[src/rtl/cfd_pkg.sv]
// Shared types and constants of the coded audio frame deframer.
// Depends on nothing; cfd_out_reg, the top level and the testbench import it.
package cfd_pkg;

    localparam int CFG_IDX_W   = 2;
    localparam int CFG_DATA_W  = 15;
    localparam int BYTE_W      = 8;
    localparam int BUF_W       = 16;
    localparam int BCNT_W      = 5;
    localparam int CODE_W      = 8;
    localparam int CHAN_W      = 4;
    localparam int SYM_W       = 10;
    localparam int SPF_W       = 11;
    localparam int FRAME_W     = 16;
    localparam int NBYTES_W    = 15;
    localparam int STATUS_W    = 2;
    localparam int TDATA_W     = 40;

    localparam logic [SPF_W-1:0]    SPF_MAX    = 11'd1024;
    localparam logic [NBYTES_W-1:0] NBYTES_MAX = 15'd16384;
    localparam logic [SPF_W-1:0]    SPF_RST    = 11'd16;
    localparam logic [NBYTES_W-1:0] NBYTES_RST = 15'd128;

    localparam logic [CFG_IDX_W-1:0] REG_CHANNEL_COUNT = 2'd0;
    localparam logic [CFG_IDX_W-1:0] REG_SYMBOLS       = 2'd1;
    localparam logic [CFG_IDX_W-1:0] REG_DATA_BYTES    = 2'd2;

    localparam logic [STATUS_W-1:0] ST_SAMPLE = 2'd0;
    localparam logic [STATUS_W-1:0] ST_SHORT  = 2'd1;
    localparam logic [STATUS_W-1:0] ST_EMPTY  = 2'd2;

    typedef struct packed {
        logic [FRAME_W-1:0]  frame_number;
        logic [SYM_W-1:0]    symbol_index;
        logic [CHAN_W-1:0]   channel_index;
        logic [CODE_W-1:0]   sample_code;
        logic [STATUS_W-1:0] status;
        logic                last_of_frame;
    } t_result;

endpackage

[src/rtl/cfd_ram.sv]
// Generic single-port-write, single-port-read RAM with registered read data.
// Depends on nothing.
module cfd_ram #(
    parameter int WIDTH = 4,
    parameter int DEPTH = 16,
    localparam int AW = (DEPTH > 1) ? $clog2(DEPTH) : 1
) (
    input  logic             i_clk,
    input  logic             i_we,
    input  logic [AW-1:0]    i_waddr,
    input  logic [WIDTH-1:0] i_wdata,
    input  logic [AW-1:0]    i_raddr,
    output logic [WIDTH-1:0] o_rdata
);

    logic [WIDTH-1:0] r_mem [DEPTH];
    logic [WIDTH-1:0] r_rdata;

    always_ff @(posedge i_clk) begin
        if (i_we) begin
            r_mem[i_waddr] <= i_wdata;
        end
        r_rdata <= r_mem[i_raddr];
    end

    assign o_rdata = r_rdata;

endmodule

[src/rtl/cfd_width_store.sv]
// Per-channel sample width store: the width RAM with write forwarding, a mask
// of coded channels and the search for the next coded channel. Uses cfd_ram.
module cfd_width_store #(
    parameter int MAX_CHANNELS = 16,
    parameter int WW = 4,
    localparam int IDX_W = (MAX_CHANNELS > 1) ? $clog2(MAX_CHANNELS) : 1,
    localparam int CC_W = $clog2(MAX_CHANNELS + 1)
) (
    input  logic             i_clk,
    input  logic             i_rst_n,
    input  logic             i_wr_en,
    input  logic [IDX_W-1:0] i_wr_addr,
    input  logic [WW-1:0]    i_wr_data,
    input  logic [IDX_W-1:0] i_rd_addr,
    output logic [WW-1:0]    o_rd_width,
    input  logic [IDX_W-1:0] i_cur,
    input  logic [CC_W-1:0]  i_cc,
    output logic [IDX_W-1:0] o_next,
    output logic             o_next_found,
    output logic [IDX_W-1:0] o_first,
    output logic             o_first_found
);

    logic [MAX_CHANNELS-1:0] r_mask;
    logic [MAX_CHANNELS-1:0] n_mask;
    logic                    r_fwd_hit;
    logic [WW-1:0]           r_fwd_data;
    logic [WW-1:0]           ram_q;

    cfd_ram #(
        .WIDTH (WW),
        .DEPTH (MAX_CHANNELS)
    ) u_ram (
        .i_clk   (i_clk),
        .i_we    (i_wr_en),
        .i_waddr (i_wr_addr),
        .i_wdata (i_wr_data),
        .i_raddr (i_rd_addr),
        .o_rdata (ram_q)
    );

    always_comb begin
        n_mask = r_mask;
        if (i_wr_en) begin
            n_mask[i_wr_addr] = (i_wr_data != '0);
        end
    end

    always_comb begin
        o_next        = '0;
        o_next_found  = 1'b0;
        o_first       = '0;
        o_first_found = 1'b0;
        for (int c = MAX_CHANNELS - 1; c >= 0; c--) begin
            if (n_mask[c] && (CC_W'(c) < i_cc)) begin
                o_first       = IDX_W'(c);
                o_first_found = 1'b1;
                if (IDX_W'(c) > i_cur) begin
                    o_next       = IDX_W'(c);
                    o_next_found = 1'b1;
                end
            end
        end
    end

    always_ff @(posedge i_clk) begin
        if (!i_rst_n) begin
            r_mask    <= '0;
            r_fwd_hit <= 1'b0;
        end else begin
            r_mask    <= n_mask;
            r_fwd_hit <= i_wr_en && (i_wr_addr == i_rd_addr);
        end
        r_fwd_data <= i_wr_data;
    end

    assign o_rd_width = r_fwd_hit ? r_fwd_data : ram_q;

endmodule

[src/rtl/cfd_out_reg.sv]
// Output register that parts the result channel from the unpacking logic.
// Depends on cfd_pkg for the result type.
module cfd_out_reg (
    input  logic             i_clk,
    input  logic             i_rst_n,
    input  logic             i_load,
    input  cfd_pkg::t_result i_res,
    input  logic             i_ready,
    output logic             o_valid,
    output cfd_pkg::t_result o_res,
    output logic             o_free
);

    import cfd_pkg::*;

    logic    r_valid;
    t_result r_res;

    assign o_free = !r_valid || i_ready;

    always_ff @(posedge i_clk) begin
        if (!i_rst_n) begin
            r_valid <= 1'b0;
        end else if (o_free) begin
            r_valid <= i_load;
        end
        if (o_free && i_load) begin
            r_res <= i_res;
        end
    end

    assign o_valid = r_valid;
    assign o_res   = r_res;

endmodule

[src/rtl/codec_frame_deframer.sv]
// Top level of the coded audio frame deframer: header parsing, bit unpacking
// and frame control. Depends on cfd_pkg, cfd_width_store and cfd_out_reg.
//
// The input stream carries one byte per transaction. Each frame opens with a
// header of a 16-bit frame id (high byte first), a gain byte and one width
// byte per channel, followed by the configured number of packed data bytes.
// Every result transaction carries one unpacked sample with its channel,
// symbol and frame id, or a status word (short frame, or no coded channels)
// with tlast set; tlast also marks the final sample of a frame.
// A data byte is accepted in the idle state, cut into its samples in the
// unpacking state and closed by a final step; a status result adds the status
// state. Samples leave at one per cycle while the output register is free,
// paced by the width memory read of the next channel, which is issued as the
// current sample is cut. A byte's first result is cut in the unpacking state
// and registered in the output register, which holds a finished result while
// the receiver stalls; unpacking then waits, and the next byte is still taken
// whenever the block is idle. Reset restores the register defaults (16
// channels, 16 symbols, 128 data bytes) and expects a header; a configuration
// write to one of the three registers abandons a frame in progress likewise.
module codec_frame_deframer #(
    parameter int MAX_CHANNELS = 16,
    parameter int MAX_SAMPLE_BITS = 8
) (
    input  logic        i_clk,
    input  logic        i_rst_n,
    input  logic        i_s_axis_tvalid,
    output logic        o_s_axis_tready,
    input  logic [7:0]  i_s_axis_tdata,   // [7:0] data_byte
    output logic        o_m_axis_tvalid,
    input  logic        i_m_axis_tready,
    output logic [39:0] o_m_axis_tdata,   // [7:0] sample_code, [11:8] channel_index,
                                          // [21:12] symbol_index, [37:22] frame_number
    output logic [1:0]  o_m_axis_tuser,   // [1:0] status
    output logic        o_m_axis_tlast,
    input  logic        i_cfg_valid,
    output logic        o_cfg_ready,
    input  logic [1:0]  i_cfg_index,
    input  logic [14:0] i_cfg_data
);

    import cfd_pkg::*;

    localparam int IDX_W = (MAX_CHANNELS > 1) ? $clog2(MAX_CHANNELS) : 1;
    localparam int CC_W  = $clog2(MAX_CHANNELS + 1);
    localparam int HP_W  = $clog2(MAX_CHANNELS + 3);
    localparam int HPX_W = HP_W + 1;
    localparam int WW    = $clog2(MAX_SAMPLE_BITS + 1);

    typedef enum logic [1:0] {
        S_IDLE,
        S_UNPACK,
        S_STAT
    } t_state;

    t_state                r_state, n_state;
    logic                  r_in_data, n_in_data;
    logic [HP_W-1:0]       r_hpos, n_hpos;
    logic [FRAME_W-1:0]    r_frame, n_frame;
    logic [BUF_W-1:0]      r_buf, n_buf;
    logic [BCNT_W-1:0]     r_bcnt, n_bcnt;
    logic [IDX_W-1:0]      r_ch, n_ch;
    logic [SYM_W-1:0]      r_sym, n_sym;
    logic [NBYTES_W-1:0]   r_bytes, n_bytes;
    logic                  r_done, n_done;
    logic [STATUS_W-1:0]   r_stat, n_stat;
    logic [CC_W-1:0]       r_cc, n_cc;
    logic [SPF_W-1:0]      r_spf, n_spf;
    logic [NBYTES_W-1:0]   r_nbytes, n_nbytes;

    logic                  in_acc;
    logic                  cfg_acc;
    logic                  wr_en;
    logic [IDX_W-1:0]      wr_addr;
    logic [WW-1:0]         wr_data;
    logic [WW-1:0]         width;
    logic [IDX_W-1:0]      nx_ch;
    logic                  nx_found;
    logic [IDX_W-1:0]      first_ch;
    logic                  first_found;
    logic                  out_load;
    logic                  out_free;
    t_result               out_res;
    t_result               m_res;
    logic [BUF_W-1:0]      code_mask;
    logic [SPF_W-1:0]      sym_next;
    logic [4:0]            cfg_cc;
    logic [SPF_W-1:0]      cfg_spf;
    logic [NBYTES_W-1:0]   cfg_nbytes;

    assign o_s_axis_tready = (r_state == S_IDLE);
    assign o_cfg_ready     = 1'b1;
    assign in_acc          = i_s_axis_tvalid && o_s_axis_tready;
    assign cfg_acc         = i_cfg_valid && o_cfg_ready;

    assign cfg_cc     = i_cfg_data[4:0];
    assign cfg_spf    = i_cfg_data[SPF_W-1:0];
    assign cfg_nbytes = i_cfg_data[NBYTES_W-1:0];

    cfd_width_store #(
        .MAX_CHANNELS (MAX_CHANNELS),
        .WW           (WW)
    ) u_widths (
        .i_clk         (i_clk),
        .i_rst_n       (i_rst_n),
        .i_wr_en       (wr_en),
        .i_wr_addr     (wr_addr),
        .i_wr_data     (wr_data),
        .i_rd_addr     (n_ch),
        .o_rd_width    (width),
        .i_cur         (r_ch),
        .i_cc          (r_cc),
        .o_next        (nx_ch),
        .o_next_found  (nx_found),
        .o_first       (first_ch),
        .o_first_found (first_found)
    );

    cfd_out_reg u_out (
        .i_clk   (i_clk),
        .i_rst_n (i_rst_n),
        .i_load  (out_load),
        .i_res   (out_res),
        .i_ready (i_m_axis_tready),
        .o_valid (o_m_axis_tvalid),
        .o_res   (m_res),
        .o_free  (out_free)
    );

    assign o_m_axis_tdata = {2'b00, m_res.frame_number, m_res.symbol_index,
                             m_res.channel_index, m_res.sample_code};
    assign o_m_axis_tuser = m_res.status;
    assign o_m_axis_tlast = m_res.last_of_frame;

    assign code_mask = BUF_W'((17'd1 << width) - 17'd1);
    assign sym_next  = SPF_W'(r_sym) + SPF_W'(1);

    always_comb begin
        n_state   = r_state;
        n_in_data = r_in_data;
        n_hpos    = r_hpos;
        n_frame   = r_frame;
        n_buf     = r_buf;
        n_bcnt    = r_bcnt;
        n_ch      = r_ch;
        n_sym     = r_sym;
        n_bytes   = r_bytes;
        n_done    = r_done;
        n_stat    = r_stat;
        n_cc      = r_cc;
        n_spf     = r_spf;
        n_nbytes  = r_nbytes;
        wr_en     = 1'b0;
        wr_addr   = IDX_W'(r_hpos - HP_W'(3));
        wr_data   = (i_s_axis_tdata > BYTE_W'(MAX_SAMPLE_BITS)) ?
                    WW'(MAX_SAMPLE_BITS) : WW'(i_s_axis_tdata);
        out_load  = 1'b0;
        out_res   = '0;
        out_res.frame_number = r_frame;

        case (r_state)
            S_IDLE: begin
                if (in_acc && !r_in_data) begin
                    if (r_hpos == HP_W'(0)) begin
                        n_frame[15:8] = i_s_axis_tdata;
                    end else if (r_hpos == HP_W'(1)) begin
                        n_frame[7:0] = i_s_axis_tdata;
                    end else if (r_hpos != HP_W'(2)) begin
                        wr_en = 1'b1;
                    end
                    if (HPX_W'(r_hpos) >= HPX_W'(r_cc) + HPX_W'(2)) begin
                        n_in_data = 1'b1;
                        n_hpos    = '0;
                        n_buf     = '0;
                        n_bcnt    = '0;
                        n_sym     = '0;
                        n_bytes   = '0;
                        n_done    = 1'b0;
                        n_ch      = first_ch;
                        if (!first_found) begin
                            n_ch    = '0;
                            n_done  = 1'b1;
                            n_stat  = ST_EMPTY;
                            n_state = S_STAT;
                        end
                    end else begin
                        n_hpos = r_hpos + HP_W'(1);
                    end
                end else if (in_acc) begin
                    n_bytes = r_bytes + NBYTES_W'(1);
                    if (!r_done) begin
                        n_buf  = r_buf | BUF_W'({8'd0, i_s_axis_tdata} << r_bcnt);
                        n_bcnt = r_bcnt + BCNT_W'(8);
                    end
                    n_state = S_UNPACK;
                end
            end
            S_UNPACK: begin
                if (!r_done && (r_bcnt >= BCNT_W'(width))) begin
                    if (out_free) begin
                        out_load              = 1'b1;
                        out_res.sample_code   = CODE_W'(r_buf & code_mask);
                        out_res.channel_index = CHAN_W'(r_ch);
                        out_res.symbol_index  = r_sym;
                        out_res.status        = ST_SAMPLE;
                        n_buf                 = r_buf >> width;
                        n_bcnt                = r_bcnt - BCNT_W'(width);
                        if (nx_found) begin
                            n_ch = nx_ch;
                        end else begin
                            n_ch  = first_ch;
                            n_sym = SYM_W'(sym_next);
                            if (sym_next >= r_spf) begin
                                n_done                = 1'b1;
                                out_res.last_of_frame = 1'b1;
                            end
                        end
                    end
                end else if (r_bytes >= r_nbytes) begin
                    if (!r_done) begin
                        n_stat  = ST_SHORT;
                        n_state = S_STAT;
                    end else begin
                        n_state   = S_IDLE;
                        n_in_data = 1'b0;
                        n_hpos    = '0;
                        n_buf     = '0;
                        n_bcnt    = '0;
                        n_ch      = '0;
                        n_sym     = '0;
                        n_bytes   = '0;
                        n_done    = 1'b0;
                    end
                end else begin
                    n_state = S_IDLE;
                end
            end
            S_STAT: begin
                if (out_free) begin
                    out_load              = 1'b1;
                    out_res.status        = r_stat;
                    out_res.last_of_frame = 1'b1;
                    n_state               = S_IDLE;
                    if (r_stat == ST_SHORT) begin
                        n_in_data = 1'b0;
                        n_hpos    = '0;
                        n_buf     = '0;
                        n_bcnt    = '0;
                        n_ch      = '0;
                        n_sym     = '0;
                        n_bytes   = '0;
                        n_done    = 1'b0;
                    end
                end
            end
            default: begin
                n_state = S_IDLE;
            end
        endcase

        if (cfg_acc && (i_cfg_index == REG_CHANNEL_COUNT || i_cfg_index == REG_SYMBOLS ||
                        i_cfg_index == REG_DATA_BYTES)) begin
            case (i_cfg_index)
                REG_CHANNEL_COUNT: begin
                    if (cfg_cc == 5'd0) begin
                        n_cc = CC_W'(1);
                    end else if (int'(cfg_cc) > MAX_CHANNELS) begin
                        n_cc = CC_W'(MAX_CHANNELS);
                    end else begin
                        n_cc = CC_W'(cfg_cc);
                    end
                end
                REG_SYMBOLS: begin
                    if (cfg_spf == '0) begin
                        n_spf = SPF_W'(1);
                    end else if (cfg_spf > SPF_MAX) begin
                        n_spf = SPF_MAX;
                    end else begin
                        n_spf = cfg_spf;
                    end
                end
                default: begin
                    if (cfg_nbytes == '0) begin
                        n_nbytes = NBYTES_W'(1);
                    end else if (cfg_nbytes > NBYTES_MAX) begin
                        n_nbytes = NBYTES_MAX;
                    end else begin
                        n_nbytes = cfg_nbytes;
                    end
                end
            endcase
            n_state   = S_IDLE;
            n_in_data = 1'b0;
            n_hpos    = '0;
            n_buf     = '0;
            n_bcnt    = '0;
            n_ch      = '0;
            n_sym     = '0;
            n_bytes   = '0;
            n_done    = 1'b0;
        end
    end

    always_ff @(posedge i_clk) begin
        if (!i_rst_n) begin
            r_state   <= S_IDLE;
            r_in_data <= 1'b0;
            r_hpos    <= '0;
            r_frame   <= '0;
            r_bcnt    <= '0;
            r_ch      <= '0;
            r_sym     <= '0;
            r_bytes   <= '0;
            r_done    <= 1'b0;
            r_stat    <= ST_SAMPLE;
            r_cc      <= CC_W'(MAX_CHANNELS);
            r_spf     <= SPF_RST;
            r_nbytes  <= NBYTES_RST;
        end else begin
            r_state   <= n_state;
            r_in_data <= n_in_data;
            r_hpos    <= n_hpos;
            r_frame   <= n_frame;
            r_bcnt    <= n_bcnt;
            r_ch      <= n_ch;
            r_sym     <= n_sym;
            r_bytes   <= n_bytes;
            r_done    <= n_done;
            r_stat    <= n_stat;
            r_cc      <= n_cc;
            r_spf     <= n_spf;
            r_nbytes  <= n_nbytes;
        end
        r_buf <= n_buf;
    end

    a_bcnt_range: assert property (@(posedge i_clk) disable iff (!i_rst_n)
        r_bcnt < BCNT_W'(BUF_W))
        else $error("Bit count exceeds the bit buffer.");

    a_chan_coded: assert property (@(posedge i_clk) disable iff (!i_rst_n)
        (r_in_data && !r_done) |-> (CC_W'(r_ch) < r_cc))
        else $error("Current channel lies beyond the channel count.");

    a_status_last: assert property (@(posedge i_clk) disable iff (!i_rst_n)
        (out_load && out_res.status != ST_SAMPLE) |-> out_res.last_of_frame)
        else $error("Status result without end of frame.");

    a_data_unpack: assert property (@(posedge i_clk) disable iff (!i_rst_n)
        (in_acc && r_in_data && !cfg_acc) |=> (r_state == S_UNPACK))
        else $error("Data byte accepted without an unpacking pass.");

    a_no_sample_done: assert property (@(posedge i_clk) disable iff (!i_rst_n)
        (out_load && r_done) |-> (out_res.status != ST_SAMPLE))
        else $error("Sample produced after the frame's samples were complete.");

endmodule

[config.mk]
export PLATFORM = sky130hd
export DESIGN_NAME = codec_frame_deframer
export DESIGN_NICKNAME = d
export VERILOG_FILES = /design/src/rtl/cfd_pkg.sv /design/src/rtl/cfd_ram.sv /design/src/rtl/cfd_width_store.sv /design/src/rtl/cfd_out_reg.sv /design/src/rtl/codec_frame_deframer.sv
export SDC_FILE = /design/constraint.sdc
export NUM_CORES = 1
export LEC_CHECK = 0
export BUFFER_PORTS_ARGS = -buffer_cell sky130_fd_sc_hd__buf_2
export CAP_MARGIN = 20
export CORE_UTILIZATION = 47
export DETAILED_ROUTE_END_ITERATION = 8
export GPL_ROUTABILITY_DRIVEN = 0
export GPL_TIMING_DRIVEN = 0
export SYNTH_ARGS = -nofsm -noshare
export SYNTH_HDL_FRONTEND = slang
export SYNTH_SLANG_ARGS = --single-unit
[constraint.sdc]
create_clock -name i_clk -period 5.85 [get_ports i_clk]
set_input_delay 0.2925 -clock i_clk [delete_from_list [all_inputs] [get_ports i_clk]]
set_output_delay 0.2925 -clock i_clk [all_outputs]
set_load 0.01 [all_outputs]
==> results.yml <==
status:
  status: "finished, final reports clean"
cells_and_area:
  mostFrequentLayoutCell: "nor2_1"
  final_cell_mix: "170 x nor2_1, 134 x dfxtp_1, 123 x nand2_1"
  fin_util_pct: 54.13
  stdcell_count: 1928
  nNetsFinal: 1612
  area_delta_synth_final_pct: 13.01
  drive_above_1_share_pct: 12.71
  antennaDiodeCount: 0
  finish.instance_area_um2: 15080
cts:
  clk_latency_ns: 0.54
  cts_buffers: 26
  cts.sinks: 239
  path_clk_slew_ns: 0.06
  clockBufferDepth: 3
  cts_tree: "built"
  cts_max_level: 1
  ctsRootBufferMaster: "clkbuf_16"
placed_design:
  post-place-ws_ns: 0.1405
  placed_cells: 1880
  port_buffers: 69
  placedInstanceArea_um2: 14200
  hpwl_mm: 28.13
critical_path:
  crit_type: "flip-flop to flip-flop"
  r2r_cells: 16
  crit_fanout: 11
  start_kind: "flip-flop"
  critPathRequiredTime_ns: 6.22
  rr_startpoint: "u_widths.r_fwd_hit$_SDFF_PN0_"
  r2r_slack_ns: 0.30
  cp.arrival_ns: 5.93
  r2r_end: "u_widths.r_fwd_hit$_SDFF_PN0_"
  end_kind: "flip-flop"
sta:
  tns_ns: 0
  fmax_ghz: 0.1801
  worst_pin_slew_ns: 1.031
  fin_crit_sh_pct: 94.92
  fin_crit_ns: 5.553
  postLayoutSetupSlackWorst_ns: 0.2972
  finClkSkew_ns: 0.008270
  setup_violations: 0
  relSlewSlack_pct: 31.08
  maxSlewViolCount: 0
  hold_viol: 0
drt:
  drc_errors: 0
  viasPerCell: 5.898
  vias: 11370
  finalWirelength_mm: 37.98
  wl_per_cell_um: 19.70
  drt_pass1_iterations: 5
  drtIter0Drc: 1011
  postRouteAntennaNets: 0
die:
  ioPinCount: 76
  die_y_um: 170.5
  dieWidth_um: 170.5
  start_util_pct: 47.90
  die-area_um2: 29070
  coreArea_um2: 27860
  core.rowCount: 61
yosys:
  synthMuxAreaShare_pct: 6.348
  synth_top_family_by_area: "simple AND/OR/NAND/NOR gates"
  synth_compound_area_share_pct: 18.32
  synth_seq_cells: 239
  ys_async_sr_fraction_pct: 0
  yosys.area_share.simple_pct: 20.57
  ys_types: 101
  synthXorXnorAreaFrac_pct: 2.100
  synthesis.area_per_instance_um2: 9.332
  synth_edf_count: 105
  synthAdderAreaFrac_pct: 5.007
  ys_warn_count: 0
  synth_ff_type: "dfxtp_1"
  netlist_instances: 1430
  netlist_area_um2: 13340
  ys_seq_area_share_pct: 43.73
pwr:
  p_per_area_nw_per_um2: 238.7
  peakVddDrop_mv: 0.2059
  leakage_nw: 5.694
global_route:
  grt_pass1_vias: 10560
  overflow: 0
  grt_max_degree: 28
  track_usage_pct: 26.07
  grt_pass1_wl_mm: 59.06
  antenna_found_initial: 0
min_path:
  hold_end: "r_nbytes[7]$_SDFFE_PN1P_"
  hp-start: "i_cfg_data[7]"
  hold_depth: 2
  min_path_type: "input pin to flip-flop"
job:
  maxCapViolCount: 0
-- sequential cells by signal (all words and copies together), names as in the netlist, 2 cells and up --
register,flops
u_widths.u_ram.r_mem,64
u_out.o_res,41
r_nbytes,15
u_widths.u_ram.o_rdata,4
r_stat,2
r_spf,11
r_bytes,15
r_ch,4
r_hpos,5
u_widths.r_mask,16
r_sym,10
u_widths.r_fwd_data,4
r_frame,16
r_state,2
r_bcnt,5
r_buf,16
r_cc,5
-- worst max path at each step --
| stage | to | depth (start not counted) | slack [ns] | startpoint |
|---|---|---|---|---|
| floorplan | u_out.o_res[0]$_DFFE_PP_ | 12 | 0.87 | u_widths.r_fwd_hit$_SDFF_PN0_ |
| global placement | u_out.o_res[27]$_DFFE_PP_ | 12 | -1.37 | u_widths.r_fwd_hit$_SDFF_PN0_ |
| detailed placement | u_widths.r_fwd_hit$_SDFF_PN0_ | 16 | 0.14 | u_widths.r_fwd_hit$_SDFF_PN0_ |
| CTS | u_widths.r_fwd_hit$_SDFF_PN0_ | 16 | 0.14 | u_widths.r_fwd_hit$_SDFF_PN0_ |
| global route | u_widths.r_fwd_hit$_SDFF_PN0_ | 16 | -0.02 | u_widths.r_fwd_hit$_SDFF_PN0_ |
| finish | u_widths.r_fwd_hit$_SDFF_PN0_ | 16 | 0.30 | u_widths.r_fwd_hit$_SDFF_PN0_ |
-- area by class of cell --
class / instances / area [um^2]
Buffer: 65 / 294.0
Inverter: 59 / 221.5
Clock buffer: 33 / 718.2
Tap cell: 378 / 473.0
Timing Repair Buffer: 71 / 372.9
Sequential cell: 239 / 5836
Multi-Input combinational cell: 1068 / 7009
Fill cell: 2554 / 12780
Clock inverter: 15 / 155.1
-- synth_stat cells (14+ instances only) --
cell type / instances / area [um^2]
nand3_1: 42 / 210.2
edfxtp_1: 105 / 3153
clkbuf_1: 49 / 183.9
and3_1: 42 / 262.8
xnor2_1: 18 / 157.7
o21ai_0: 59 / 295.3
a21oi_1: 110 / 550.5
nor3b_1: 16 / 120.1
or3_1: 14 / 87.58
mux2i_1: 61 / 610.6
nor2_1: 171 / 641.9
inv_1: 52 / 195.2
nand2b_1: 18 / 112.6
nand2_1: 123 / 461.7
ha_1: 51 / 638.1
a211oi_1: 30 / 225.2
a22oi_1: 20 / 150.1
a21o_1: 23 / 172.7
dfxtp_1: 134 / 2683
nor3_1: 39 / 195.2
mux2_2: 17 / 191.4
xor2_1: 14 / 122.6
-- power by group --
part	internal, mW	switching (mW)	total, mW
clock network	0.999	0.681	1.68
logic	0.0537	0.110	0.164
registers	1.74	0.0119	1.76
total	2.80	0.802	3.60
-- critical path, stage by stage (launching register included) --
cell,delay (ns)
dfxtp_1,0.30
clkbuf_1,0.22
mux2_2,0.46
inv_1,0.21
buf_1,0.62
ha_1,0.38
a21o_1,0.16
a21o_1,0.19
a211oi_2,0.50
or3_1,0.24
a21boi_0,0.13
a2111oi_0,0.43
a221oi_1,0.25
nor2_1,0.47
xnor2_1,0.17
nand4_1,0.11
nor4_1,0.53
-- cell families after synthesis --
kind of cell	count (synthesis)
compound gates	351
xor+xnor	32
fa+ha+maj	53
buf+inv	124
flops	239
mux	82
other cells	2
simple gates	547
-- layer usage --
metal | global-route usage [%] | vias up | wire length [um]
met5 | 0 | - | 0
li1 | - | 5454 | -
met3 | 3.377 | 59 | 2570
met4 | 8.461 | 0 | 1071
met2 | 41.46 | 427 | 16940
met1 | 36.58 | 5432 | 17400
-- repair_timing --
item                       CTS  global route
hold buffers                 0             0
setup endpoints to repair    0             5
buffers inserted             0             0
gates resized for setup      0             1
-- per-stage QoR --
stage          hold slack (ns)  power [mW]
6_report               0.04677       3.599
5_1_grt                0.03893       3.712
4_1_cts                0.02275       3.624
3_5_place_dp            0.4167       1.952
3_3_place_gp            0.4158       1.950
2_1_floorplan           0.4080       1.889
Note: power is estimated with default switching activity, not from simulation.
